==> config.mk <==
export PLATFORM = sky130hd
export DESIGN_NAME = cau_div_step
export DESIGN_NICKNAME = d
export VERILOG_FILES = /design/src/complex_arithmetic_unit_defines.svh /design/src/cau_pkg.sv /design/src/cau_div_step.sv
export SDC_FILE = /design/constraint.sdc
export NUM_CORES = 1
export LEC_CHECK = 0
export BUFFER_PORTS_ARGS = -buffer_cell sky130_fd_sc_hd__buf_2
export CAP_MARGIN = 20
export CORE_AREA = 2 2 261 263
export DETAILED_ROUTE_END_ITERATION = 10
export DIE_AREA = 0 0 263 265
export GPL_ROUTABILITY_DRIVEN = 0
export PLACE_DENSITY = 0.61
export SYNTH_ARGS = -nofsm -noshare
export SYNTH_HDL_FRONTEND = slang
export SYNTH_SLANG_ARGS = --single-unit
==> constraint.sdc <==
create_clock -name i_clk -period 3.55 [get_ports i_clk]
set_input_delay 0.355 -clock i_clk [delete_from_list [all_inputs] [get_ports i_clk]]
set_output_delay 0.355 -clock i_clk [all_outputs]
set_load 0.1 [all_outputs]
==> src/complex_arithmetic_unit_defines.svh <==
// Assertion helpers for the block that checks itself.
// Both expect i_clk and i_rst_n in scope.
`ifndef COMPLEX_ARITHMETIC_UNIT_DEFINES_SVH
`define COMPLEX_ARITHMETIC_UNIT_DEFINES_SVH

// Consequent must hold in the same cycle as the antecedent.
`define CAU_ASSERT_NOW(lbl, ante, cons) \
    lbl: assert property (@(posedge i_clk) disable iff (!i_rst_n) (ante) |-> (cons)) \
        else $error("cau: same-cycle check failed");

// Consequent must hold in the cycle after the antecedent.
`define CAU_ASSERT_NEXT(lbl, ante, cons) \
    lbl: assert property (@(posedge i_clk) disable iff (!i_rst_n) (ante) |=> (cons)) \
        else $error("cau: next-cycle check failed");

`endif

==> src/cau_pkg.sv <==
package cau_pkg;

    localparam int WORD_BITS = 32;
    localparam int FRAC_BITS = 16;
    localparam int OP_BITS   = 3;

    // exact products, their sums, |b|^2, divisor 2|b|^2 and the scaled dividend
    localparam int PROD_BITS = 2 * WORD_BITS;
    localparam int SUM_BITS  = 2 * WORD_BITS + 1;
    localparam int DEN_BITS  = 2 * WORD_BITS;
    localparam int DVS_BITS  = DEN_BITS + 1;
    localparam int NUM_BITS  = SUM_BITS + FRAC_BITS + 1;

    localparam longint ROUND_HALF = (longint'(1) << FRAC_BITS) >> 1;

    typedef enum logic [OP_BITS-1:0] {
        OP_ADD = 3'd0,
        OP_SUB = 3'd1,
        OP_MUL = 3'd2,
        OP_DIV = 3'd3,
        OP_NEG = 3'd4
    } t_op;

    typedef logic signed [WORD_BITS-1:0] t_word;
    typedef logic signed [WORD_BITS:0]   t_lin;
    typedef logic signed [PROD_BITS-1:0] t_prod;
    typedef logic signed [SUM_BITS-1:0]  t_sw;
    typedef logic [NUM_BITS-1:0]         t_num;

    localparam t_word WORD_MAX = {1'b0, {(WORD_BITS-1){1'b1}}};
    localparam t_word WORD_MIN = {1'b1, {(WORD_BITS-1){1'b0}}};

    // exact sums after the multiplier stage
    typedef struct packed {
        logic [OP_BITS-1:0]  op;
        logic signed [SUM_BITS-1:0] sr;
        logic signed [SUM_BITS-1:0] si;
        logic [DEN_BITS-1:0] den;
    } t_sum;

    // one result part in sign-magnitude, with divider state
    typedef struct packed {
        logic                 neg;
        logic                 big;
        logic                 div;
        logic [DVS_BITS-1:0]  rem;
        logic [WORD_BITS-1:0] num;
        logic [WORD_BITS-1:0] q;
    } t_lane;

    typedef struct packed {
        t_lane               re;
        t_lane               im;
        logic [DVS_BITS-1:0] dvs;
        logic                dz;
    } t_item;

endpackage

==> src/cau_div_step.sv <==
module cau_div_step (
    input  logic           i_clk,
    input  logic           i_rst_n,
    input  logic           i_adv,
    input  logic           i_valid,
    input  cau_pkg::t_item i_item,
    output logic           o_valid,
    output cau_pkg::t_item o_item
);
    import cau_pkg::*;

    logic  r_valid;
    t_item r_item, n_item;

    // one restoring step: bring down the next dividend bit, subtract if it fits
    function automatic t_lane step(input t_lane l, input logic [DVS_BITS-1:0] dvs);
        t_lane           s;
        logic [DVS_BITS:0] t;
        logic [DVS_BITS:0] d;
        logic            ge;
        s  = l;
        t  = {l.rem, l.num[WORD_BITS-1]};
        d  = {1'b0, dvs};
        ge = t >= d;
        if (l.div && !l.big) begin
            s.rem = ge ? DVS_BITS'(t - d) : DVS_BITS'(t);
            s.q   = {l.q[WORD_BITS-2:0], ge};
            s.num = {l.num[WORD_BITS-2:0], 1'b0};
        end
        return s;
    endfunction

    always_comb begin
        n_item    = i_item;
        n_item.re = step(i_item.re, i_item.dvs);
        n_item.im = step(i_item.im, i_item.dvs);
    end

    always_ff @(posedge i_clk) begin
        if (!i_rst_n) begin
            r_valid <= 1'b0;
        end else if (i_adv) begin
            r_valid <= i_valid;
        end
    end

    always_ff @(posedge i_clk) begin
        if (i_adv) begin
            r_item <= n_item;
        end
    end

    assign o_valid = r_valid;
    assign o_item  = r_item;
endmodule

Yosys cells after proc, flatten, opt, wreduce, memory -nomap -nowiden

Index checks and enable logic that the tools add are counted.
Widths: inputs -> output; s select.

Word-level logic and storage cells: 29
Flip-flop bits (word level): 331
Output and inout bits: 331
Bits of input ports: 334

$add $sub $neg: 2
Magnitude comparators: 2
Muxes and demuxes: 4
Reduce and logical (&&, ||, !) cells: 4

Operators by type and width:

| kind              | number |
|---|---|
| $mux 129          | 2 |
| $ge 66x65->1      | 2 |
| $mux 65           | 2 |
| $sub 65x65->65    | 2 |
| $logic_and 1x1->1 | 2 |
| $logic_not 1->1   | 2 |

Logic depth before layout (Yosys ltp)

Word-level depth: 3
Depth in mapped cells: 18
Gate-level depth less buffers: 16

Worst setup path after synthesis

Ideal clock, no wire load.

Path kind: input to register
Start: input i_item[129] (netlist bit)
End: register r_item, in the netlist o_item[184] (data pin)
Data required time: 3281 ps
Stages: 17
Arrival time: 3422 ps
Buffers on the path: 2
Setup slack: -140 ps
Setup time: 269 ps
Path through: inv_1 > ha_1 > inv_1 > fa_1 > a211oi_1 > o21bai_1 > a21oi_1 > o211ai_2 > a21boi_2 > a211oi_1 > a31oi_2 > o21ai_1 > a31oi_1 > buf_2 > buf_2 > mux2i_1 > o21ai_0

RTL lines:

| item                 | RTL line           | RTL |
|---|---|---|
| start, declared      | cau_div_step.sv:6  | `input cau_pkg::t_item i_item,` |
| end signal, assigned | cau_div_step.sv:49 | `r_item <= n_item;` |
| end, declared        | cau_div_step.sv:13 | `t_item r_item, n_item;` |

==> summary.txt <==
Status
  • Outcome: finished clean

Timing
  • Final-report setup violation count: 0
  • Worst Slack Setup Final: slightly below 0.1 ns
  • Period utilization: 0.973
  • Hold Slack: a little under 0.05 ns
  • Slew margin rel.: 0.367
  • Final Hold Fails: 0
  • Post-route clock skew: 0 ns
  • Post-layout min period: 3.45 ns
  • Setup TNS: 0 ns
  • Max Clock Freq: 0.290 GHz
  • Measured slew at the worst slew-check pin: 0.947 ns
  • Slew Viols, Final: 0

Routing
  • Residual DRC count: 0
  • Via count: 22067
  • Iter 0 DRT Violations: 1809
  • Vias per std cell: 5.01
  • WL/cell: a little under 20 µm
  • Post-DRT Antenna Nets: 0
  • Total wire length: 87400 µm
  • Drt first pass iters: 5

Worst setup path
  • Setup CP Type: input pin to flip-flop
  • Worst path arrival time: between 3 and 4 ns
  • CP startpoint kind: input pin
  • Critical Path Sink Type: flip-flop
  • Critical Path Fanout Max: 4
  • Worst path required time: 3.88 ns

Place
  • Port bufs: 664
  • Placed cell area: just under 30000 µm²
  • Pre-CTS setup slack: -1.00 ns
  • DP HPWL: 68200 µm

Floorplanning
  • Die outline width: 263 µm
  • Core area: 66800 µm²
  • Initial Util: 0.329
  • FP Rows: 95
  • Die area: 69700 µm²
  • Die height: 265 µm
  • I/O pin count: 665

Synthesis
  • Top cells by area, synth: edfxtp_1 45%, nand2_1 10%, ha_1 7.4%
  • FF+latch count, synth: 331
  • Share of the synthesized area in the top cell type: 0.452
  • Commonest cells post-synth: 596 x nand2_1, 330 x edfxtp_1, 216 x o21ai_0
  • Synthesized area per cell: between 9 and 10 µm²
  • Cell variety after synth: 70
  • Yosys warns: 0
  • Syn Nets: about 2900
  • Cells after synthesis: about 2400
  • Most common cell in the netlist: nand2_1
  • Post-synth EDFFs: 330
  • Synth async-reset ratio: 0
  • Yosys top cell by area: edfxtp_1
  • Ys flop type: edfxtp_1
  • Sequential share of the synthesized area: 0.452
  • Mapped Area: 21900 µm²

Final layout
  • Nets: around 4000
  • Sequential Area: just under 10000 µm²
  • Final instance area: 31700 µm²
  • Multi-input gate area: 11500 µm²
  • Share of layout cells above drive strength 1: 0.348
  • Final core utilization: 0.474
  • Filler cell count: 6505
  • Synth-to-Final Area Change: 44.3%

Job
  • Max Cap Viol: 0

Global route
  • Initial antenna violation count: 19
  • Grt total ovfl: 0
  • Largest net degree at the start of global routing: 89
  • GR Util All Layers: 0.235
  • Vias in the first global route: 21200
  • First-pass GRT wire length: 126000 µm

Clock network
  • Reg clk slew, reported paths: 0.07 ns
  • Clock Latency Late Sink: about 0.58 ns
  • CTS tree: yes
  • H-tree levels: 2
  • Clock Path Buffers: 3
  • Clk root buf: clkbuf_16
  • Total CTS buffers: just over 40
  • Num Clock Sinks: 331

Power
  • Max VDD drop: ~0.00035 V
  • LEAKAGE: 15.1 nW
  • Power Density: 489 nW/µm²

Worst hold path
  • Hold Crit Class: input pin to flip-flop
==> path summary, 6_finish.rpt <==
path | start | cells after the start | to | slack (ns)
setup / recovery | i_item[2] | 17 | o_item[193] | 0.1
hold / removal | i_valid | 3 | o_valid | 0.05
setup reg to reg | o_valid | 2 | o_valid | 2.95
hold reg to reg | o_valid | 2 | o_valid | 0.54
==> through the flow <==
step           instances  power [mW]
3_5_place_dp        4239        11.2
5_1_grt             4406        16.1
3_3_place_gp        4239        11.1
6_report            4408        15.5
2_1_floorplan       2426        9.34
4_1_cts             4387        15.5
==> report_power, final <==
group	switching, mW	leakage (nW)	internal (mW)
registers	0.112	3.23	4.75
logic	4.66	11.3	1.79
clock network	1.85	0.633	2.33
total	6.62	15.1	8.88
==> worst max-delay path, stage by stage <==
cell	delay (ns)
buf_2	0.10
inv_1	0.18
ha_1	0.28
nor2b_1	0.15
o2111ai_1	0.31
a21oi_2	0.16
o31ai_2	0.30
buf_4	0.18
a21oi_2	0.05
buf_4	0.17
o21ai_4	0.18
o41ai_2	0.10
a41o_2	0.29
a211o_1	0.33
a31oi_2	0.24
xnor2_1	0.09
a221o_1	0.31
==> layer usage <==
metal  global-route usage  vias up  part of all wire
met5                    0        -            0.0017
li1                     -    10818                 -
met3               0.0558      151             0.069
met1                0.299    10350              0.42
met4               0.0678       24             0.029
met2                0.398      724              0.48
==> cells by family (layout without fill, tap and decap cells) <==
| kind of cell | Yosys count | count (layout) | share of synthesized area |
|---|---|---|---|
| AOI/OAI and AO/OA | 660 | 660 | 0.183 |
| xor gates and xnor gates | 118 | 118 | 0.0471 |
| buffers and inverters | 223 | 1329 | 0.0404 |
| muxes | 63 | 63 | 0.0291 |
| other | 0 | 3 | 0 |
| and+or+nand+nor | 899 | 899 | 0.172 |
| adders and majority gates | 132 | 132 | 0.0759 |
| DFF | 331 | 331 | 0.452 |
==> state kept, by name, indices dropped and copies added (netlist names) <==
| register | flops |
|---|---|
| o_valid | 1 |
| o_item | 330 |
==> layout by cell type (no fill, tap or decap), types with 43 or more instances in the layout <==
cell type      count
buf_2            661
nand2_1          596
buf_4            398
edfxtp_1         330
o21ai_0          206
a21oi_1          184
nor2_1           126
ha_1             126
inv_1             93
a21o_1            86
xnor2_1           75
dlygate4sd3_1     70
mux2i_1           58
clkbuf_16         45
xor2_1            43
==> timing repair <==
item | 4_1_cts | 5_1_grt
hold buffers | 71 | 0
pin swaps | 3 | 18
resized for setup | 7 | 61
cloned | 0 | 4
hold endpoints to repair | 71 | 0
buffers inserted | 3 | 14
endpoints found under the setup margin | 128 | 125
==> final cells by class <==
| class | instances | share of cell area |
|---|---|---|
| Antenna cell | 3 | 0.000237 |
| Clock buffer | 45 | 0.0335 |
| Clock inverter | 29 | 0.00771 |
| Inverter | 99 | 0.0118 |
| Multi-Input combinational cell | 1872 | 0.362 |
| Sequential cell | 331 | 0.314 |
| Tap cell | 873 | 0.0345 |
| Timing Repair Buffer | 1156 | 0.237 |
Note: power is estimated with default switching activity, not from simulation.
