[src/complex_arithmetic_unit_defines.svh]
// Assertion helpers for the block that checks itself.
// Both expect i_clk and i_rst_n in scope.
`ifndef COMPLEX_ARITHMETIC_UNIT_DEFINES_SVH
`define COMPLEX_ARITHMETIC_UNIT_DEFINES_SVH

// Consequent must hold in the same cycle as the antecedent.
`define CAU_ASSERT_NOW(lbl, ante, cons) \
    lbl: assert property (@(posedge i_clk) disable iff (!i_rst_n) (ante) |-> (cons)) \
        else $error("cau: same-cycle check failed");

// Consequent must hold in the cycle after the antecedent.
`define CAU_ASSERT_NEXT(lbl, ante, cons) \
    lbl: assert property (@(posedge i_clk) disable iff (!i_rst_n) (ante) |=> (cons)) \
        else $error("cau: next-cycle check failed");

`endif

[src/cau_pkg.sv]
package cau_pkg;

    localparam int WORD_BITS = 32;
    localparam int FRAC_BITS = 16;
    localparam int OP_BITS   = 3;

    // exact products, their sums, |b|^2, divisor 2|b|^2 and the scaled dividend
    localparam int PROD_BITS = 2 * WORD_BITS;
    localparam int SUM_BITS  = 2 * WORD_BITS + 1;
    localparam int DEN_BITS  = 2 * WORD_BITS;
    localparam int DVS_BITS  = DEN_BITS + 1;
    localparam int NUM_BITS  = SUM_BITS + FRAC_BITS + 1;

    localparam longint ROUND_HALF = (longint'(1) << FRAC_BITS) >> 1;

    typedef enum logic [OP_BITS-1:0] {
        OP_ADD = 3'd0,
        OP_SUB = 3'd1,
        OP_MUL = 3'd2,
        OP_DIV = 3'd3,
        OP_NEG = 3'd4
    } t_op;

    typedef logic signed [WORD_BITS-1:0] t_word;
    typedef logic signed [WORD_BITS:0]   t_lin;
    typedef logic signed [PROD_BITS-1:0] t_prod;
    typedef logic signed [SUM_BITS-1:0]  t_sw;
    typedef logic [NUM_BITS-1:0]         t_num;

    localparam t_word WORD_MAX = {1'b0, {(WORD_BITS-1){1'b1}}};
    localparam t_word WORD_MIN = {1'b1, {(WORD_BITS-1){1'b0}}};

    // exact sums after the multiplier stage
    typedef struct packed {
        logic [OP_BITS-1:0]  op;
        logic signed [SUM_BITS-1:0] sr;
        logic signed [SUM_BITS-1:0] si;
        logic [DEN_BITS-1:0] den;
    } t_sum;

    // one result part in sign-magnitude, with divider state
    typedef struct packed {
        logic                 neg;
        logic                 big;
        logic                 div;
        logic [DVS_BITS-1:0]  rem;
        logic [WORD_BITS-1:0] num;
        logic [WORD_BITS-1:0] q;
    } t_lane;

    typedef struct packed {
        t_lane               re;
        t_lane               im;
        logic [DVS_BITS-1:0] dvs;
        logic                dz;
    } t_item;

endpackage

[src/cau_prep.sv]
module cau_prep (
    input  logic           i_clk,
    input  logic           i_rst_n,
    input  logic           i_adv,
    input  logic           i_valid,
    input  cau_pkg::t_sum  i_sum,
    output logic           o_valid,
    output cau_pkg::t_item o_item
);
    import cau_pkg::*;

    logic                r_v3, r_v4;
    logic [OP_BITS-1:0]  r_op3;
    logic                r_neg_r, r_neg_i;
    logic [SUM_BITS-1:0] r_mag_r, r_mag_i;
    logic [DEN_BITS-1:0] r_den3;
    t_item               n_item, r_item;

    function automatic t_lane make_lane(input logic [OP_BITS-1:0] op, input logic neg,
                                        input logic [SUM_BITS-1:0] mag,
                                        input logic [DEN_BITS-1:0] den);
        t_lane             l;
        logic [SUM_BITS:0] full;
        t_num              n;
        l    = '0;
        full = '0;
        n    = '0;
        l.neg = neg;
        case (t_op'(op))
            OP_ADD, OP_SUB, OP_NEG: full = {1'b0, mag};
            OP_MUL: full = ({1'b0, mag} + (SUM_BITS+1)'(ROUND_HALF)) >> FRAC_BITS;
            OP_DIV: begin
                if (den != '0) begin
                    // round(num * 2^F / den) = floor((num * 2^(F+1) + den) / (2 den))
                    n     = (t_num'(mag) << (FRAC_BITS + 1)) + t_num'(den);
                    l.div = 1'b1;
                    l.big = (n >> WORD_BITS) >= t_num'({den, 1'b0});
                    l.rem = DVS_BITS'(n >> WORD_BITS);
                    l.num = n[WORD_BITS-1:0];
                end
            end
            default: l.neg = 1'b0;
        endcase
        if (!l.div) begin
            l.big = |full[SUM_BITS:WORD_BITS];
            l.q   = full[WORD_BITS-1:0];
        end
        return l;
    endfunction

    always_comb begin
        n_item     = '0;
        n_item.re  = make_lane(r_op3, r_neg_r, r_mag_r, r_den3);
        n_item.im  = make_lane(r_op3, r_neg_i, r_mag_i, r_den3);
        n_item.dvs = {r_den3, 1'b0};
        n_item.dz  = (t_op'(r_op3) == OP_DIV) && (r_den3 == '0);
    end

    always_ff @(posedge i_clk) begin
        if (!i_rst_n) begin
            r_v3 <= 1'b0;
            r_v4 <= 1'b0;
        end else if (i_adv) begin
            r_v3 <= i_valid;
            r_v4 <= r_v3;
        end
    end

    always_ff @(posedge i_clk) begin
        if (i_adv) begin
            r_op3   <= i_sum.op;
            r_den3  <= i_sum.den;
            r_neg_r <= i_sum.sr[SUM_BITS-1];
            r_neg_i <= i_sum.si[SUM_BITS-1];
            r_mag_r <= SUM_BITS'(i_sum.sr[SUM_BITS-1] ? -i_sum.sr : i_sum.sr);
            r_mag_i <= SUM_BITS'(i_sum.si[SUM_BITS-1] ? -i_sum.si : i_sum.si);
            r_item  <= n_item;
        end
    end

    assign o_valid = r_v4;
    assign o_item  = r_item;
endmodule

[config.mk]
export PLATFORM = sky130hd
export DESIGN_NAME = cau_prep
export DESIGN_NICKNAME = d
export VERILOG_FILES = /design/src/complex_arithmetic_unit_defines.svh /design/src/cau_pkg.sv /design/src/cau_prep.sv
export SDC_FILE = /design/constraint.sdc
export NUM_CORES = 1
export LEC_CHECK = 0
export BUFFER_PORTS_ARGS = -buffer_cell sky130_fd_sc_hd__buf_2
export CAP_MARGIN = 0
export CELL_PAD_IN_SITES_DETAIL_PLACEMENT = 1
export CELL_PAD_IN_SITES_GLOBAL_PLACEMENT = 1
export CORE_UTILIZATION = 45
export CTS_CLUSTER_DIAMETER = 80
export DETAILED_ROUTE_END_ITERATION = 8
export PLACE_DENSITY_LB_ADDON = 0.1
export RECOVER_POWER = 100
export SLEW_MARGIN = 10
export SYNTH_ARGS = -nofsm -noshare
export SYNTH_HDL_FRONTEND = slang
export SYNTH_SLANG_ARGS = --single-unit
export TNS_END_PERCENT = 1
[constraint.sdc]
create_clock -name i_clk -period 6.2 [get_ports i_clk]
set_input_delay 0.31 -clock i_clk [delete_from_list [all_inputs] [get_ports i_clk]]
set_output_delay 0.31 -clock i_clk [all_outputs]
set_load 0.02 [all_outputs]
# Yosys cells after proc, flatten, opt, wreduce, memory -nomap -nowiden
# Cells that the tools add are included.
totals:
  register_bits: 530
  inputBits: 201
  out_inout_bits: 331
classes:
  n_addsub: 6
  order_cmp: 2
  eq_ne: 4
  muxes: 10
  n_reduce_logical: 9
op_table:
  columns: ["operator", "count"]
  rows:
  - ["$mux 99", 4]
  - ["$pmux 65 s2", 2]
  - ["$add 82x64->82", 2]
  - ["$add 65x16->66 const B", 2]
  - ["$ge 50x65->1", 2]
  - ["$neg 65->65", 2]
  - ["$mux 64", 2]
  - ["$reduce_or 34->1", 2]
  - ["$logic_not 64->1", 1]
  - ["$reduce_bool 64->1", 1]
  - ["$eq 3x2->1 const B", 2]
  - ["$reduce_or 5->1", 1]
  - ["$eq 3x1->1 const B", 1]
  - ["$eq 3x3->1 const B", 1]
  - ["$logic_not 3->1", 1]
  - ["$reduce_or 3->1", 1]
  - ["$mux 1", 2]
  - ["$reduce_and 2->1", 1]
  - ["$logic_and 1x1->1", 1]

# Depth between registers and ports, before layout
depth:
  ltp_word: 5
  depth_mapped: 24
  depth_no_buf: 24

# Worst setup path after synthesis
# Ideal clock, no wire load.
synth_path:
  kind: "reg-to-reg"
  start: "register r_den3[17]"
  end: "register r_item (netlist bit o_item[328]) (data pin)"
  setup_ns: 0.256
  arrival_time_ns: 4.767
  setup_slack_ns: 1.177
  stages_incl_launch_ff: 23
  n_path_buf: 0
  path_cell_list: "edfxtp_1 ha_1 inv_1 fa_1 nor2b_1 o31a_1 o311ai_0 o21a_1 o41ai_1 a311oi_1 o31ai_1 nand2_1 or3_1 nand2_1 ha_1 and3_1 nand3_1 o21ai_0 nor2_1 nand3_1 a221oi_1 o211ai_1 o211a_1"
synth_rtl:
  columns: ["element", "line", "text"]
  rows:
  - ["start, declared", "cau_prep.sv:16", "logic [DEN_BITS-1:0] r_den3;"]
  - ["start signal, assigned", "cau_prep.sv:72", "r_den3 <= i_sum.den;"]
  - ["end signal, assigned", "cau_prep.sv:77", "r_item <= n_item;"]
  - ["end, declared", "cau_prep.sv:17", "t_item n_item, r_item;"]

==> run metrics <==
wire per inst 28.7 um; yosys warns 0; Mapped Area 29,600 um2; max-slew violations 308; core area 64,700 um2; hold depth 2; drt via density 6.04; register share of total power 40.5%; Worst-Margin Slew 6.53 ns; max cap viols 5; total routed wirelength 122,000 um; skew final 0.0304 ns; Synth async-reset ratio 0%; layout cell share with drive strength beyond 1 8.63%; Final Power 10,600 uW; clock network power share 31.6%; Sw Ratio 35.1%; design area 35,100 um2; post-detail-place hpwl 95,200 um; most numerous cell in the Yosys netlist edfxtp_1; clock-pin slew on the worst setup and hold paths 0.06 ns; Initial DRC Count 2,486; Peak Freq 167 MHz; # fillers 7,323; gr ovfl total 0; failing checks max-capacitance violations, max-slew violations; Num CTS Buffers 56; internal cell power 6870 uW; Post-Synthesis Cells 2,779; Fin. Hold Viols 0; Top Ports 532; Post-route DRC 0; vertical die dimension 258 um; initial core utilization 45.7%; die area 66,700 um2; post-synth top area share 48.8%; vias in the first global route 26.0k; DRT antenna net count 0; syn_area_per_cell 10.6 um2; Layout area overhead 18.7%; post-synthesis sequential area ratio 48.9%; Port Buf Inserts 500; RSZ-0062 raised after global routing false; status finished with violations; H-tree levels 2; post-placement cell area 32,900 um2; pin count of the biggest net entering global routing 175; row count 93; initial antenna violation count 13; Comb pwr share 27.9%; via count 25.7k; Synth top cells by count edfxtp_1, nand2_1, xnor2_1, ha_1, o21ai_0; Longest Clk Path Bufs 3; setup_tns 0 ns; Sw Pwr 3710 uW; Max VDD drop 0.000279 V; Worst Setup End Kind flip-flop; post-synth top area cell edfxtp_1; Synth Register Bits 482; Post-synth top flop edfxtp_1; WS Path Type reg2reg; routability cong. 0.993; maximum fanout along the worst path 8; CTS Sinks 482; NumNets Final 3,758; Slew HR -335%; CP required 6.59 ns; Final min period 6.00 ns; post-synth cell types 78; drt first pass iters 5; Pleak 0.0133 uW; Pwr Density 302 nW/um2; number of enable flip-flop cells after synthesis 480; first-pass GRT wire length 176,000 um; clk_lat worst skew 0.64 ns; R2R cell count 20; final period utilization 96.7%; TritonCTS clock tree done; min-delay worst type in2reg; Final Setup Violations 0; Arr. time, crit path 6.38 ns; GR Util All Layers 35.7%; Die X 258 um; clock root cell clkbuf_16; Setup crit start kind flip-flop; Area contributors post-synth edfxtp_1, ha_1, xnor2_1
-- critical path, stage by stage, from the launching register on --
cell	delay (ns)
edfxtp_1	0.62
ha_1	0.57
a21o_1	0.19
a2111oi_0	0.12
o41ai_1	0.51
nor2_1	0.12
o21ai_0	0.73
o211ai_1	0.51
a211oi_1	0.46
nand2_1	0.17
xnor2_1	0.17
ha_1	0.31
a21oi_1	0.15
nor2b_1	0.06
o21ai_0	0.24
o211ai_1	0.16
a21oi_1	0.15
nor3_1	0.08
nor2_1	0.15
o2111ai_1	0.15
o2111a_1	0.14
-- per-stage QoR --
stage | setup WS, ns | cells | hold WS (ns) | util (%)
6_report | 0.204 | 4261 | 0.0105 | 54.2
5_1_grt | 0.00623 | 4260 | 0.00324 | 54.2
4_1_cts | 0.140 | 4258 | 0.000523 | 55.1
3_5_place_dp | 0.182 | 4059 | 0.479 | 50.8
3_3_place_gp | 0.523 | 4059 | 0.461 | 50.8
2_1_floorplan | 1.18 | 2809 | 0.409 | -
-- repair_timing --
item / in CTS / in global routing
endpoints found under the setup margin: 0 / 1
buffers inserted: 0 / 2
endpoints found under the hold margin: 97 / 0
gates resized for setup: 0 / 2
hold buffers: 95 / 0
-- layout by cell type, fill, tap and decap left out, drive strengths merged, types with 15 or more instances in the layout --
| cell type | netlist | layout |
|---|---|---|
| inv | 87 | 94 |
| o31ai | 47 | 47 |
| buf | 55 | 183 |
| edfxtp | 480 | 480 |
| clkinv | 1 | 25 |
| o41ai | 20 | 20 |
| nor2 | 152 | 152 |
| a21o | 83 | 83 |
| mux2i | 18 | 18 |
| and3 | 35 | 35 |
| or3 | 33 | 33 |
| xnor2 | 218 | 218 |
| o21a | 15 | 15 |
| or4 | 21 | 21 |
| o211ai | 16 | 16 |
| a21oi | 126 | 126 |
| clkbuf | 90 | 426 |
| a211oi | 18 | 18 |
| ha | 196 | 196 |
| o21bai | 15 | 15 |
| nand3 | 82 | 82 |
| dlygate4sd3 | 0 | 95 |
| nor3 | 50 | 50 |
| nand2 | 258 | 258 |
| xor2 | 90 | 90 |
| and2 | 90 | 90 |
| nor2b | 22 | 22 |
| a31oi | 23 | 23 |
| o21ai | 184 | 184 |
| nand4 | 74 | 74 |
| conb | 1 | 31 |
| nand2b | 38 | 38 |
| nor4 | 36 | 36 |
-- final timing paths --
path	slack [ns]	startpoint	endpoint
worst max register to register	0.20	r_den3[43]	o_item[196]
worst max-delay path	0.20	r_den3[43]	o_item[196]
worst min register to register	0.50	r_den3[9]	o_item[11]
worst min-delay path	0.01	i_sum[104]	r_mag_i[40]
-- flip-flops by register name (all words and copies together), names as in the netlist --
signal	cells
r_neg_r	1
r_v3	1
r_mag_r	65
r_den3	64
r_neg_i	1
r_mag_i	65
r_op3	3
o_valid	1
o_item	281
-- power groups by stage --
stage / Combinational [uW] / Clock [uW] / Sequential [uW]
floorplan: 1650 / 0 / 4280
global placement: 2780 / 0 / 4320
detailed placement: 2860 / 0 / 4330
CTS: 2930 / 3370 / 4260
global route: 3160 / 3460 / 4300
finish: 2950 / 3340 / 4290
-- cells by family (layout without fill, tap and decap cells) --
logic type,after synthesis,in the layout,synth area share [%]
other,1,32,0.0127
AND/OR/NAND/NOR,926,926,16.0
multiplexers,18,18,0.609
flip-flops,482,482,48.9
AO/OA/AOI/OAI,613,613,13.3
adder cells (fa/ha/maj),198,198,8.43
buffers and inverters,233,829,3.58
XOR/XNOR,308,308,9.12
-- metal layers --
metal | part of all wire, % | global-route usage, %
met1 | 42 | 47.7
met2 | 48 | 60.4
met3 | 6.6 | 4.50
met4 | 3.4 | 11.4
met5 | 0.038 | 0
-- layout make-up --
| type | instances | area [um2] | share of cell area (%) |
|---|---|---|---|
| flip-flops and latches | 482 | 14500 | 41.2 |
| multi-input cells | 2094 | 14100 | 40.2 |
| repair buffers | 637 | 3290 | 9.38 |
| clock buffers | 67 | 1460 | 4.17 |
| well taps | 855 | 1070 | 3.05 |
| clock inverters | 37 | 354 | 1.01 |
| inverters | 88 | 330 | 0.941 |
| diodes | 1 | 2.50 | 0.00713 |
Power figures use the tool's default switching activity.
