===== src/complex_arithmetic_unit_defines.svh =====
// Assertion helpers for the block that checks itself.
// Both expect i_clk and i_rst_n in scope.
`ifndef COMPLEX_ARITHMETIC_UNIT_DEFINES_SVH
`define COMPLEX_ARITHMETIC_UNIT_DEFINES_SVH

// Consequent must hold in the same cycle as the antecedent.
`define CAU_ASSERT_NOW(lbl, ante, cons) \
    lbl: assert property (@(posedge i_clk) disable iff (!i_rst_n) (ante) |-> (cons)) \
        else $error("cau: same-cycle check failed");

// Consequent must hold in the cycle after the antecedent.
`define CAU_ASSERT_NEXT(lbl, ante, cons) \
    lbl: assert property (@(posedge i_clk) disable iff (!i_rst_n) (ante) |=> (cons)) \
        else $error("cau: next-cycle check failed");

`endif


===== src/cau_pkg.sv =====
package cau_pkg;

    localparam int WORD_BITS = 32;
    localparam int FRAC_BITS = 16;
    localparam int OP_BITS   = 3;

    // exact products, their sums, |b|^2, divisor 2|b|^2 and the scaled dividend
    localparam int PROD_BITS = 2 * WORD_BITS;
    localparam int SUM_BITS  = 2 * WORD_BITS + 1;
    localparam int DEN_BITS  = 2 * WORD_BITS;
    localparam int DVS_BITS  = DEN_BITS + 1;
    localparam int NUM_BITS  = SUM_BITS + FRAC_BITS + 1;

    localparam longint ROUND_HALF = (longint'(1) << FRAC_BITS) >> 1;

    typedef enum logic [OP_BITS-1:0] {
        OP_ADD = 3'd0,
        OP_SUB = 3'd1,
        OP_MUL = 3'd2,
        OP_DIV = 3'd3,
        OP_NEG = 3'd4
    } t_op;

    typedef logic signed [WORD_BITS-1:0] t_word;
    typedef logic signed [WORD_BITS:0]   t_lin;
    typedef logic signed [PROD_BITS-1:0] t_prod;
    typedef logic signed [SUM_BITS-1:0]  t_sw;
    typedef logic [NUM_BITS-1:0]         t_num;

    localparam t_word WORD_MAX = {1'b0, {(WORD_BITS-1){1'b1}}};
    localparam t_word WORD_MIN = {1'b1, {(WORD_BITS-1){1'b0}}};

    // exact sums after the multiplier stage
    typedef struct packed {
        logic [OP_BITS-1:0]  op;
        logic signed [SUM_BITS-1:0] sr;
        logic signed [SUM_BITS-1:0] si;
        logic [DEN_BITS-1:0] den;
    } t_sum;

    // one result part in sign-magnitude, with divider state
    typedef struct packed {
        logic                 neg;
        logic                 big;
        logic                 div;
        logic [DVS_BITS-1:0]  rem;
        logic [WORD_BITS-1:0] num;
        logic [WORD_BITS-1:0] q;
    } t_lane;

    typedef struct packed {
        t_lane               re;
        t_lane               im;
        logic [DVS_BITS-1:0] dvs;
        logic                dz;
    } t_item;

endpackage


===== src/cau_sat.sv =====
module cau_sat (
    input  logic           i_clk,
    input  logic           i_rst_n,
    input  logic           i_adv,
    input  logic           i_valid,
    input  cau_pkg::t_item i_item,
    output logic           o_valid,
    output cau_pkg::t_word o_real,
    output cau_pkg::t_word o_imag,
    output logic           o_dz,
    output logic           o_ov
);
    import cau_pkg::*;

    logic  r_valid, r_dz, r_ov;
    t_word r_real, r_imag, n_real, n_imag;
    logic  n_ov_r, n_ov_i;

    function automatic t_word clip(input t_lane l, output logic ov);
        t_word v;
        ov = 1'b0;
        if (!l.neg) begin
            if (l.big || (l.q > WORD_BITS'(WORD_MAX))) begin
                ov = 1'b1;
                v  = WORD_MAX;
            end else begin
                v = t_word'(l.q);
            end
        end else begin
            if (l.big || (l.q > WORD_BITS'(WORD_MIN))) begin
                ov = 1'b1;
                v  = WORD_MIN;
            end else begin
                v = t_word'(-l.q);
            end
        end
        return v;
    endfunction

    always_comb begin
        n_real = clip(i_item.re, n_ov_r);
        n_imag = clip(i_item.im, n_ov_i);
    end

    always_ff @(posedge i_clk) begin
        if (!i_rst_n) begin
            r_valid <= 1'b0;
        end else if (i_adv) begin
            r_valid <= i_valid;
        end
    end

    always_ff @(posedge i_clk) begin
        if (i_adv) begin
            r_real <= n_real;
            r_imag <= n_imag;
            r_dz   <= i_item.dz;
            r_ov   <= n_ov_r | n_ov_i;
        end
    end

    assign o_valid = r_valid;
    assign o_real  = r_real;
    assign o_imag  = r_imag;
    assign o_dz    = r_dz;
    assign o_ov    = r_ov;
endmodule


===== config.mk =====
export PLATFORM = sky130hd
export DESIGN_NAME = cau_sat
export DESIGN_NICKNAME = d
export VERILOG_FILES = /design/src/complex_arithmetic_unit_defines.svh /design/src/cau_pkg.sv /design/src/cau_sat.sv
export SDC_FILE = /design/constraint.sdc
export NUM_CORES = 1
export LEC_CHECK = 0
export BUFFER_PORTS_ARGS = -buffer_cell sky130_fd_sc_hd__buf_4
export CORE_AREA = 2 2 157 159
export CTS_BUF_LIST = sky130_fd_sc_hd__clkbuf_8 sky130_fd_sc_hd__clkbuf_16
export CTS_CLUSTER_SIZE = 14
export DETAILED_ROUTE_END_ITERATION = 10
export DIE_AREA = 0 0 159 161
export SETUP_SLACK_MARGIN = 0.15
export SLEW_MARGIN = 20
export SYNTH_ARGS = -nofsm -noshare
export SYNTH_HDL_FRONTEND = slang
export SYNTH_SLANG_ARGS = --single-unit

===== constraint.sdc =====
create_clock -name i_clk -period 5.9 [get_ports i_clk]
set_clock_uncertainty 0.1 [all_clocks]
set_input_delay 1.18 -clock i_clk [delete_from_list [all_inputs] [get_ports i_clk]]
set_output_delay 1.18 -clock i_clk [all_outputs]
set_load 0.005 [all_outputs]

* After elaboration in Yosys (flattened, before gate mapping)
Cells that the tools add are included.
** Operators by class
- Add/sub/neg operators :: 2
- Multiplexer cells :: 12
- Magnitude comparators :: 4
- Reductions and logical operators :: 4
- Bitwise gates (word level) :: 1
** Operators with widths (count)
- $mux 32 :: 6
- $gt 32x31->1 const B :: 2
- $gt 32x32->1 const B :: 2
- $neg 32->32 :: 2
- $mux 1 :: 6
- $logic_or 1x1->1 :: 4
- $or 1x1->1 :: 1
** Word-level totals
- Logic and storage cells :: 28
- Input port bits :: 334
- Register bits after elaboration :: 67

* Depth between registers and ports, before layout
Gate-level depths: netlist of the first run.
- Word-level depth :: 5
- Gate-level depth with buffers :: 10
- Depth with buffers taken out :: 7

* Least setup slack after synthesis of the first run
Ideal clock, no wire load.
- Kind :: input port to flip-flop
- Start :: in i_item[198] (netlist bit)
- End :: reg r_real[31] (netlist: o_real[31]) (data pin)
- Arrival :: 2.955 ns
- Data required time :: 5.546 ns
- Library setup time :: 0.254 ns
- Setup slack :: 2.592 ns
- Cell stages on the path :: 9
- Cells stage by stage :: inv_1 -> ha_1 -> or3b_2 -> nor3_2 -> a41oi_2 -> and2_1 -> buf_6 -> buf_2 -> a21o_1
** Between the ends
- Longest elaborated chain between the ends :: 4
- Elaborated cells on any way between the ends :: 8
- Those cells by class :: add/sub (1); order compare (2); mux (3); reduce/logical (2)
** Ends and longest elaborated chain
- start: declaration :: RTL line cau_sat.sv:6 : input cau_pkg::t_item i_item,
- $gt 32x31->1 or $gt 32x32->1 (tied branches) :: RTL line cau_sat.sv:23, cau_sat.sv:30
- $logic_or 1x1->1 (on tied branches) :: RTL line cau_sat.sv:23, cau_sat.sv:30
- $mux 32 (on tied branches) :: RTL line cau_sat.sv:23, cau_sat.sv:30
- $mux 32 * :: RTL line cau_sat.sv:22 : if (!l.neg) begin
- net n_real[31] :: RTL line cau_sat.sv:16 : t_word r_real, r_imag, n_real, n_imag;
- end signal: assignment :: RTL line cau_sat.sv:55 : r_real <= n_real;
- end: declaration :: RTL line cau_sat.sv:16
The timed path passes the listed nets; every way through them passes the cells marked *.
A chain may end at the register's enable or synchronous reset.

* Worst setup path in the final report of the first run
- Start :: in i_item[66] (netlist bit)
- End :: reg r_imag[17] (netlist: o_imag[17]) (data pin)
** Between the ends
- Longest elaborated chain between the ends :: 4
- Elaborated cells on any way between the ends :: 8
- Those cells by class :: add/sub (1); order compare (2); mux (3); reduce/logical (2)
** Ends and longest elaborated chain
- $gt 32x31->1 or $gt 32x32->1 (tied branches) :: RTL line cau_sat.sv:23, cau_sat.sv:30
- $logic_or 1x1->1 (on tied branches) :: RTL line cau_sat.sv:23, cau_sat.sv:30
- $mux 32 (on tied branches) :: RTL line cau_sat.sv:23, cau_sat.sv:30
- $mux 32 * :: RTL line cau_sat.sv:22
- net n_imag[17] :: RTL line cau_sat.sv:16
- end signal: assignment :: RTL line cau_sat.sv:56 : r_imag <= n_imag;
- end: declaration :: RTL line cau_sat.sv:16
Marked as above.

==> key figures, run 1 <==
Place
  – Port Buffers: 139
  – DP Wirelength: 11400 um
  – RD Place Congestion: 0.866

Pwr
  – Psw: 0.389 mW
  – Peak VDD IR: 153 uV
  – Pwr Total: 1.38 mW
  – Internal power: 0.991 mW
  – Clock share of power: 37.2%
  – Sw Ratio: 28.2%
  – Power per cell area: 228 nW/um^2
  – Pleak: 2.13 nW
  – Logic pwr share: 19.3%
  – Reg power frac: 43.5%

GRT
  – First-pass GRT wire length: 24400 um
  – Grt ovf: 0
  – Largest net degree at the start of global routing: 68
  – Vias in the first global route: 4146
  – Tot GR Track Use: 12.3%
  – Initial antenna violation count: 0

Clock tree
  – Worst-Skew Late Latency: 330 ps
  – Cts repair resizes: 0
  – CTS tree: done
  – CTS max path bufs: 2
  – CTS Buf Count: 9
  – Post-CTS setup buffers: 0
  – Hold-fix buffers at CTS: 0
  – Clk slew on worst S/H paths: 60 ps
  – # clock sinks: 67
  – CTS Root Buffer Type: clkbuf_16
  – Max H-tree Level: 3

Floorplan
  – DIE AREA: 25600 um^2
  – I/O Pins: 401
  – Row count: 57
  – Core Box Area: 24000 um^2
  – Starting Density: 18.7%
  – Die Ht: 161 um
  – Die Width: 159 um

Yosys
  – Mapped Cells: 473
  – Post-synth cell types: 61
  – Net Count, Synth: 809
  – Async S/R FF share, synth: 0%
  – Register area share after synthesis: 44.8%
  – Area of the mapped netlist: 4470 um^2
  – Synthesized area per cell: 9.45 um^2
  – Post-synth top flop: edfxtp_1
  – Number of synthesized register bits: 67
  – Number of synthesized flops with an enable pin: 66
  – YS warnings: 0

Setup path
  – Setup CP Type: in -> reg
  – Worst path required time: 5920 ps
  – Crit end category: register
  – Max FO, Critical Path: 25
  – Critical Path Start Type: input pin
  – Crit path DAT: 3870 ps

Timing
  – RSZ-0062 raised after global routing: no
  – Final period util: 65.2%
  – Final-report hold violation count: 0
  – Max Fclk: 0.260 GHz
  – Least-Margin Pin Slew: 1030 ps
  – Final setup viols: 0
  – Final setup TNS: 0 ps
  – Slew HR: 31.6%
  – Slew Viols, Final: 0
  – Hold slack final: 425 ps
  – Min cycle time layout: 3850 ps

Route
  – Via/cell ratio: 4.84
  – Post-route ant nets: 0
  – Wirelength per Cell: 17.3 um
  – Router iterations before antenna repair: 5
  – Drt drc: 0
  – Drt total wl: 15900 um
  – Vias: 4461
  – DRT iter0 DRCs: 460

Layout
  – Final core utilization: 25.3%
  – Post-layout nets: 928
  – Layout cells sized above 1: 32.8%
  – Layout area overhead: 35.6%
  – Antenna Cells: 0

Outcome
  – Status: finished clean

Worst hold path
  – Hold Path Class: reg -> reg

Flow run
  – Number of max-cap violations: 0
==> path summary, 6_finish.rpt <==
check | start | endpoint | slack [ps] | depth (start not counted)
worst max-delay path | i_item[66] | o_imag[17] | 2050 | 8
worst min-delay path | o_valid | o_valid | 430 | 2
worst max register to register | o_valid | o_valid | 5210 | 2
worst min register to register | o_valid | o_valid | 430 | 2
==> final cells by class <==
| cell class | instances | area (um^2) |
|---|---|---|
| clock buffers | 9 | 225 |
| clock inverters | 7 | 53.8 |
| fillers | 2627 | 17900 |
| inverters | 8 | 30.0 |
| multi-input cells | 366 | 2290 |
| flip-flops and latches | 67 | 2000 |
| well taps | 324 | 405 |
| repair buffers | 140 | 1050 |
==> synthesized netlist by cell type, types with 8 or more instances <==
cell type,count,area (um^2)
a21oi_1,49,245
a311oi_1,13,114
clkbuf_1,21,78.8
edfxtp_1,66,1980
inv_1,8,30.0
nand2_1,42,158
nand3_1,17,85.1
nand4_1,15,93.8
nor2_1,56,210
nor3_1,28,140
nor4_1,9,56.3
o22ai_1,15,93.8
or4_1,8,60.1
==> power groups by stage <==
stage	logic [mW]	registers, mW	clock network, mW
floorplan	0.0951	0.606	0
global placement	0.265	0.609	0
detailed placement	0.265	0.607	0
CTS	0.267	0.600	0.527
global route	0.291	0.604	0.548
finish	0.266	0.600	0.513
==> layer usage <==
layer | part of all wire [%] | routed length, um | GRT usage [%]
met1 | 48 | 7600 | 17.7
met4 | 2.2 | 350 | 4.46
met2 | 44 | 7040 | 18.3
met3 | 5.8 | 923 | 2.18
met5 | 0 | 0 | 0
==> flip-flops by register name, indices dropped and copies added (netlist names) <==
name     flops
o_ov         1
o_valid      1
o_dz         1
o_imag      32
o_real      32
==> layout by cell type (no fill, tap or decap), types with 3 or more instances in the layout <==
cell type and n:
nor4_2 4, edfxtp_1 66, a311oi_2 7, or3_1 7
o31ai_1 5, nor3b_1 4, nand4b_1 5, o22ai_1 15
a311oi_1 13, nor3_2 7, nor3_1 27, nor2_1 56
or4_4 4, nand4_1 15, a31oi_1 6, nand2b_1 4
nand3_1 17, nor4_1 9, and2_1 4, buf_4 140
or4_1 8, nand2_1 42, or2_2 5, nand3b_1 4
clkinvlp_4 3, a211o_1 3, inv_1 8, o21ai_0 4
mux2i_1 6, a21oi_1 49, clkbuf_16 9
==> cell families (layout without fill, tap and decap cells) <==
logic type / count (synthesis) / count (layout) / synth area share [%]
compound gates: 119 / 119 / 19.0
xor+xnor: 2 / 2 / 0.392
fa+ha+maj: 2 / 2 / 0.560
buf+inv: 40 / 164 / 4.06
flops: 67 / 67 / 44.8
mux: 6 / 6 / 1.34
simple gates: 237 / 237 / 29.8
==> metrics by stage <==
stage	setup slack [ps]	cell area [um^2]	instances
after floorplan	2590	4470	473
after global placement	1690	5770	905
after detailed placement	1760	5780	905
after CTS	2070	6060	921
after global routing	1800	6060	921
final	2050	6060	921
==> worst max-delay path, cell delays in order <==
cell     delay [ps]
buf_4           130
inv_1           100
ha_1            210
nor3b_1         510
and4_1          470
a31oi_1         250
and2_1          560
nor3_1          450
Note: power is estimated with default switching activity, not from simulation.
==> run 2: changes to the inputs <==
--- a/config.mk
+++ b/config.mk
@@ -5,12 +5,13 @@
 export SDC_FILE = /design/constraint.sdc
 export NUM_CORES = 1
 export LEC_CHECK = 0
+export ABC_AREA = 1
 export BUFFER_PORTS_ARGS = -buffer_cell sky130_fd_sc_hd__buf_4
-export CORE_AREA = 2 2 157 159
+export CORE_AREA = 2 2 154 156
 export CTS_BUF_LIST = sky130_fd_sc_hd__clkbuf_8 sky130_fd_sc_hd__clkbuf_16
 export CTS_CLUSTER_SIZE = 14
 export DETAILED_ROUTE_END_ITERATION = 10
-export DIE_AREA = 0 0 159 161
+export DIE_AREA = 0 0 156 158
 export SETUP_SLACK_MARGIN = 0.15
 export SLEW_MARGIN = 20
 export SYNTH_ARGS = -nofsm -noshare
==> constraint.sdc (replaced) <==
create_clock -name i_clk -period 3.5 [get_ports i_clk]
set_clock_uncertainty 0.1 [all_clocks]
set_input_delay 0.7 -clock i_clk [delete_from_list [all_inputs] [get_ports i_clk]]
set_output_delay 0.7 -clock i_clk [all_outputs]
set_load 0.005 [all_outputs]
==> run 2 against run 1 <==
Count of clock-buffer cells in the layout stayed put. Hold slack better by 24 ps. Final area is 6.5% higher. First-iteration DRC count is 44% lower. Global-route usage is 2.6 points higher. Synthesized cell count is 31% higher. Worst setup slack worse by 1000 ps. Utilization is 2.7 points higher. Synthesized area is 7.3% higher. Sequential power is 66% higher. Largest cell class unchanged. Highest routed layer is now met5.
==> key figures, run 2 <==
Place
  – RD Place Congestion: 0.881 (+1.7%)
  – Placed Cells: 1038 (+15%)
  – DP Wirelength: 14600 um (+28%)
  – Port Buffers: 139 (unchanged)

Worst hold path
  – WHS Endpoint: o_valid
  – Hold path start: o_valid
  – Hold Path Class: reg -> reg
  – Hold depth: 2 (unchanged)

GRT
  – Grt ovf: 0 (unchanged)
  – Initial antenna violation count: 2 (+2)
  – Tot GR Track Use: 14.9% (+2.6 points)
  – Vias in the first global route: 4531 (+9.3%)
  – Largest net degree at the start of global routing: 69 (+1.5%)
  – First-pass GRT wire length: 27100 um (+11%)

Setup path
  – Crit path buffers/inverters: 2 (unchanged)
  – Crit-path max cell delay: 270 ps (-290 ps)
  – Setup slack, reg-to-reg: 2740 ps (-2470 ps)
  – Setup CP Type: in -> reg
  – R2R cell count: 2 (unchanged)
  – Reg-to-Reg End: o_valid
  – Max stage delay cell, worst path: o21bai_2
  – Max FO, Critical Path: 20 (-20%)
  – CP top delay family: simple AND/OR/NAND/NOR gates
  – Critical Path Start Type: input pin
  – Critical path cell sequence: buf_4 -> inv_1 -> ha_1 -> nand2_2 -> nor2_4 -> nand2_4 -> nor2_2 -> nand2_2 -> nand2_4 -> nand2_4 -> o21bai_2
  – CP most frequent cell: nand2_4
  – Worst path required time: 3570 ps (-2350 ps)
  – Crit path DAT: 2510 ps (-1360 ps)
  – Crit end category: register
  – Worst R2R Start: o_valid

Pwr
  – Clock share of power: 39.8% (+2.6 points)
  – Power per cell area: 378 nW/um^2 (+66%)
  – Peak VDD IR: 231 uV (+51%)
  – Sw Ratio: 26.4% (-1.8 points)
  – Psw: 0.643 mW (+66%)
  – Logic pwr share: 19.4% (about the same)
  – Reg power frac: 40.8% (-2.7 points)
  – Internal power: 1.79 mW (+81%)
  – Pleak: 2.67 nW (+25%)
  – Pwr Total: 2.44 mW (+77%)

Yosys
  – Post-synthesis mux area share: 0% (-1.3 points)
  – Area of the mapped netlist: 4790 um^2 (+7.3%)
  – Synthesized area per cell: 7.72 um^2 (-18%)
  – Post-synth top flop: edfxtp_1
  – Net Count, Synth: 957 (+18%)
  – Register area share after synthesis: 41.8% (-3.0 points)
  – Post-synth cell types: 29 (-52%)
  – Count leader, synth: nand2_1
  – Number of synthesized flops with an enable pin: 66 (unchanged)
  – Async S/R FF share, synth: 0% (unchanged)
  – Synth top area share: 41.3% (-3.0 points)
  – Largest family of logic cells by synthesized area: simple AND/OR/NAND/NOR gates
  – XOR/XNOR Fraction of Synth Area: 7.13% (+6.7 points)
  – Synth Area in Simple Gates: 28.0% (-1.9 points)
  – Commonest cells in the netlist: 157 x nand2_1, 106 x nor2_1, 66 x edfxtp_1, 55 x inv_1, 55 x o21ai_0
  – Synth Area in Compound Gates: 16.2% (-2.9 points)
  – Synthesized-area fraction occupied by adder cells: 0.522% (-0.038 points)
  – Number of synthesized register bits: 67 (unchanged)
  – Synth area leaders: edfxtp_1 41%, nand2_1 12%, nor2_1 8.3%, o21ai_0 5.7%, xor2_1 5.5%
  – Mapped Cells: 621 (+31%)
  – YS warnings: 0 (unchanged)
  – Yosys top cell by area: edfxtp_1

Clock tree
  – CTS max path bufs: 2 (unchanged)
  – Cts repair resizes: 0 (unchanged)
  – Worst-Skew Late Latency: 340 ps (about the same)
  – CTS Root Buffer Type: clkbuf_16
  – Clk slew on worst S/H paths: 60 ps (about the same)
  – Post-CTS setup buffers: 0 (unchanged)
  – Max H-tree Level: 3 (unchanged)
  – CTS tree: done
  – # clock sinks: 67 (unchanged)
  – CTS Buf Count: 9 (unchanged)
  – Hold-fix buffers at CTS: 0 (unchanged)

Route
  – Vias: 4705 (+5.5%)
  – Drt drc: 0 (unchanged)
  – DRT iter0 DRCs: 259 (-44%)
  – Wirelength per Cell: 17.3 um (+0.30%)
  – Via/cell ratio: 4.46 (-7.9%)
  – Post-route ant nets: 0 (unchanged)
  – Drt total wl: 18300 um (+15%)
  – Router iterations before antenna repair: 6 (+1)

Timing
  – Final setup TNS: 0 ps (unchanged)
  – Slew Viols, Final: 0 (unchanged)
  – Hold slack final: 449 ps (+24.3 ps)
  – Slew HR: 39.7% (+8.1 points)
  – Final-report hold violation count: 0 (unchanged)
  – Min cycle time layout: 2450 ps
  – Max Fclk: 0.409 GHz
  – Final setup viols: 0 (unchanged)
  – Final period util: 69.9%
  – Least-Margin Pin Slew: 905 ps (-121 ps)
  – RSZ-0062 raised after global routing: no

Floorplan
  – Row count: 56 (-1.8%)
  – I/O Pins: 401 (unchanged)
  – Starting Density: 20.8% (+2.1 points)
  – Core Box Area: 23100 um^2 (-3.8%)
  – Die Ht: 158 um (-1.9%)
  – Die Width: 156 um (-1.9%)
  – DIE AREA: 24600 um^2 (-3.7%)

Layout
  – Final core utilization: 28.0% (+2.7 points)
  – Multi-input gate area: 2480 um^2 (+8.4%)
  – Fill cell count: 2480 (-5.6%)
  – Reg area: 2000 um^2 (unchanged)
  – Fin cells: 1055 (+15%)
  – Commonest non-fill, non-tap cell in the layout: nand2_1
  – Layout cells sized above 1: 26.7% (-6.1 points)
  – Layout area overhead: 34.6%
  – Post-layout nets: 1095 (+18%)
  – Commonest non-fill, non-tap cells in the layout: 157 x nand2_1, 144 x buf_4, 106 x nor2_1, 66 x edfxtp_1, 56 x inv_1

Outcome
  – Status: finished clean

Flow run
  – Number of max-cap violations: 0 (unchanged)
-- run 2: power by group through the flow --
stage / clock network (mW) / registers, mW / logic, mW
4_1_cts: 1.01 / 0.995 / 0.477
3_5_place_dp: 0 / 1.01 / 0.475
5_1_grt: 1.03 / 1.00 / 0.524
6_report: 0.971 / 0.994 / 0.473
2_1_floorplan: 0 / 1.01 / 0.178
3_3_place_gp: 0 / 1.01 / 0.475
-- run 2: kinds of logic (layout without fill, tap and decap cells) --
logic type	after synthesis	count (layout)
AND/OR/NAND/NOR	322	322
adder cells (fa/ha/maj)	2	2
AO/OA/AOI/OAI	118	118
other	0	1
XOR/XNOR	39	39
flip-flops	67	67
buffers and inverters	73	216
-- run 2: layout make-up --
type                       count  area share, %
sequential                    67           31.0
inverter                      56           3.26
antenna                        1         0.0388
clock inverter                 7           1.30
timing repair buffer         144           16.8
tap                          290           5.63
multi-input combinational    481           38.5
clock buffer                   9           3.49
-- run 2: worst min-delay path, stage by stage, from the launching register on --
cell and delay (ps):
dfxtp_1 320, o21ai_0 90, a21oi_1 100
-- run 2: worst max path at each step --
stage / from / to / slack [ps] / cells past startpoint
2_1_floorplan: i_item[66] / o_ov / 1330 / 10
3_3_place_gp: i_item[66] / o_imag[6] / 680 / 11
3_5_place_dp: i_item[66] / o_imag[6] / 660 / 11
4_1_cts: i_item[66] / o_imag[6] / 1020 / 11
5_1_grt: i_item[66] / o_imag[6] / 950 / 11
6_report: i_item[66] / o_imag[6] / 1050 / 11
-- run 2: per-stage QoR --
step,setup WS (ps),cell area (um^2)
after detailed placement,660,6140
after global routing,946,6450
after global placement,675,6140
after floorplan,1330,4790
final,1050,6450
after CTS,1020,6450
-- run 2: metal layers --
metal / vias up / share of wire, % / track usage (%) / wire [um]
met5: - / 0.093 / 0 / 17
met4: 2 / 1.1 / 3.58 / 204
met3: 15 / 15 / 9.01 / 2750
met2: 205 / 43 / 22.5 / 7800
met1: 2157 / 41 / 18.0 / 7520
li1: 2326 / - / - / -
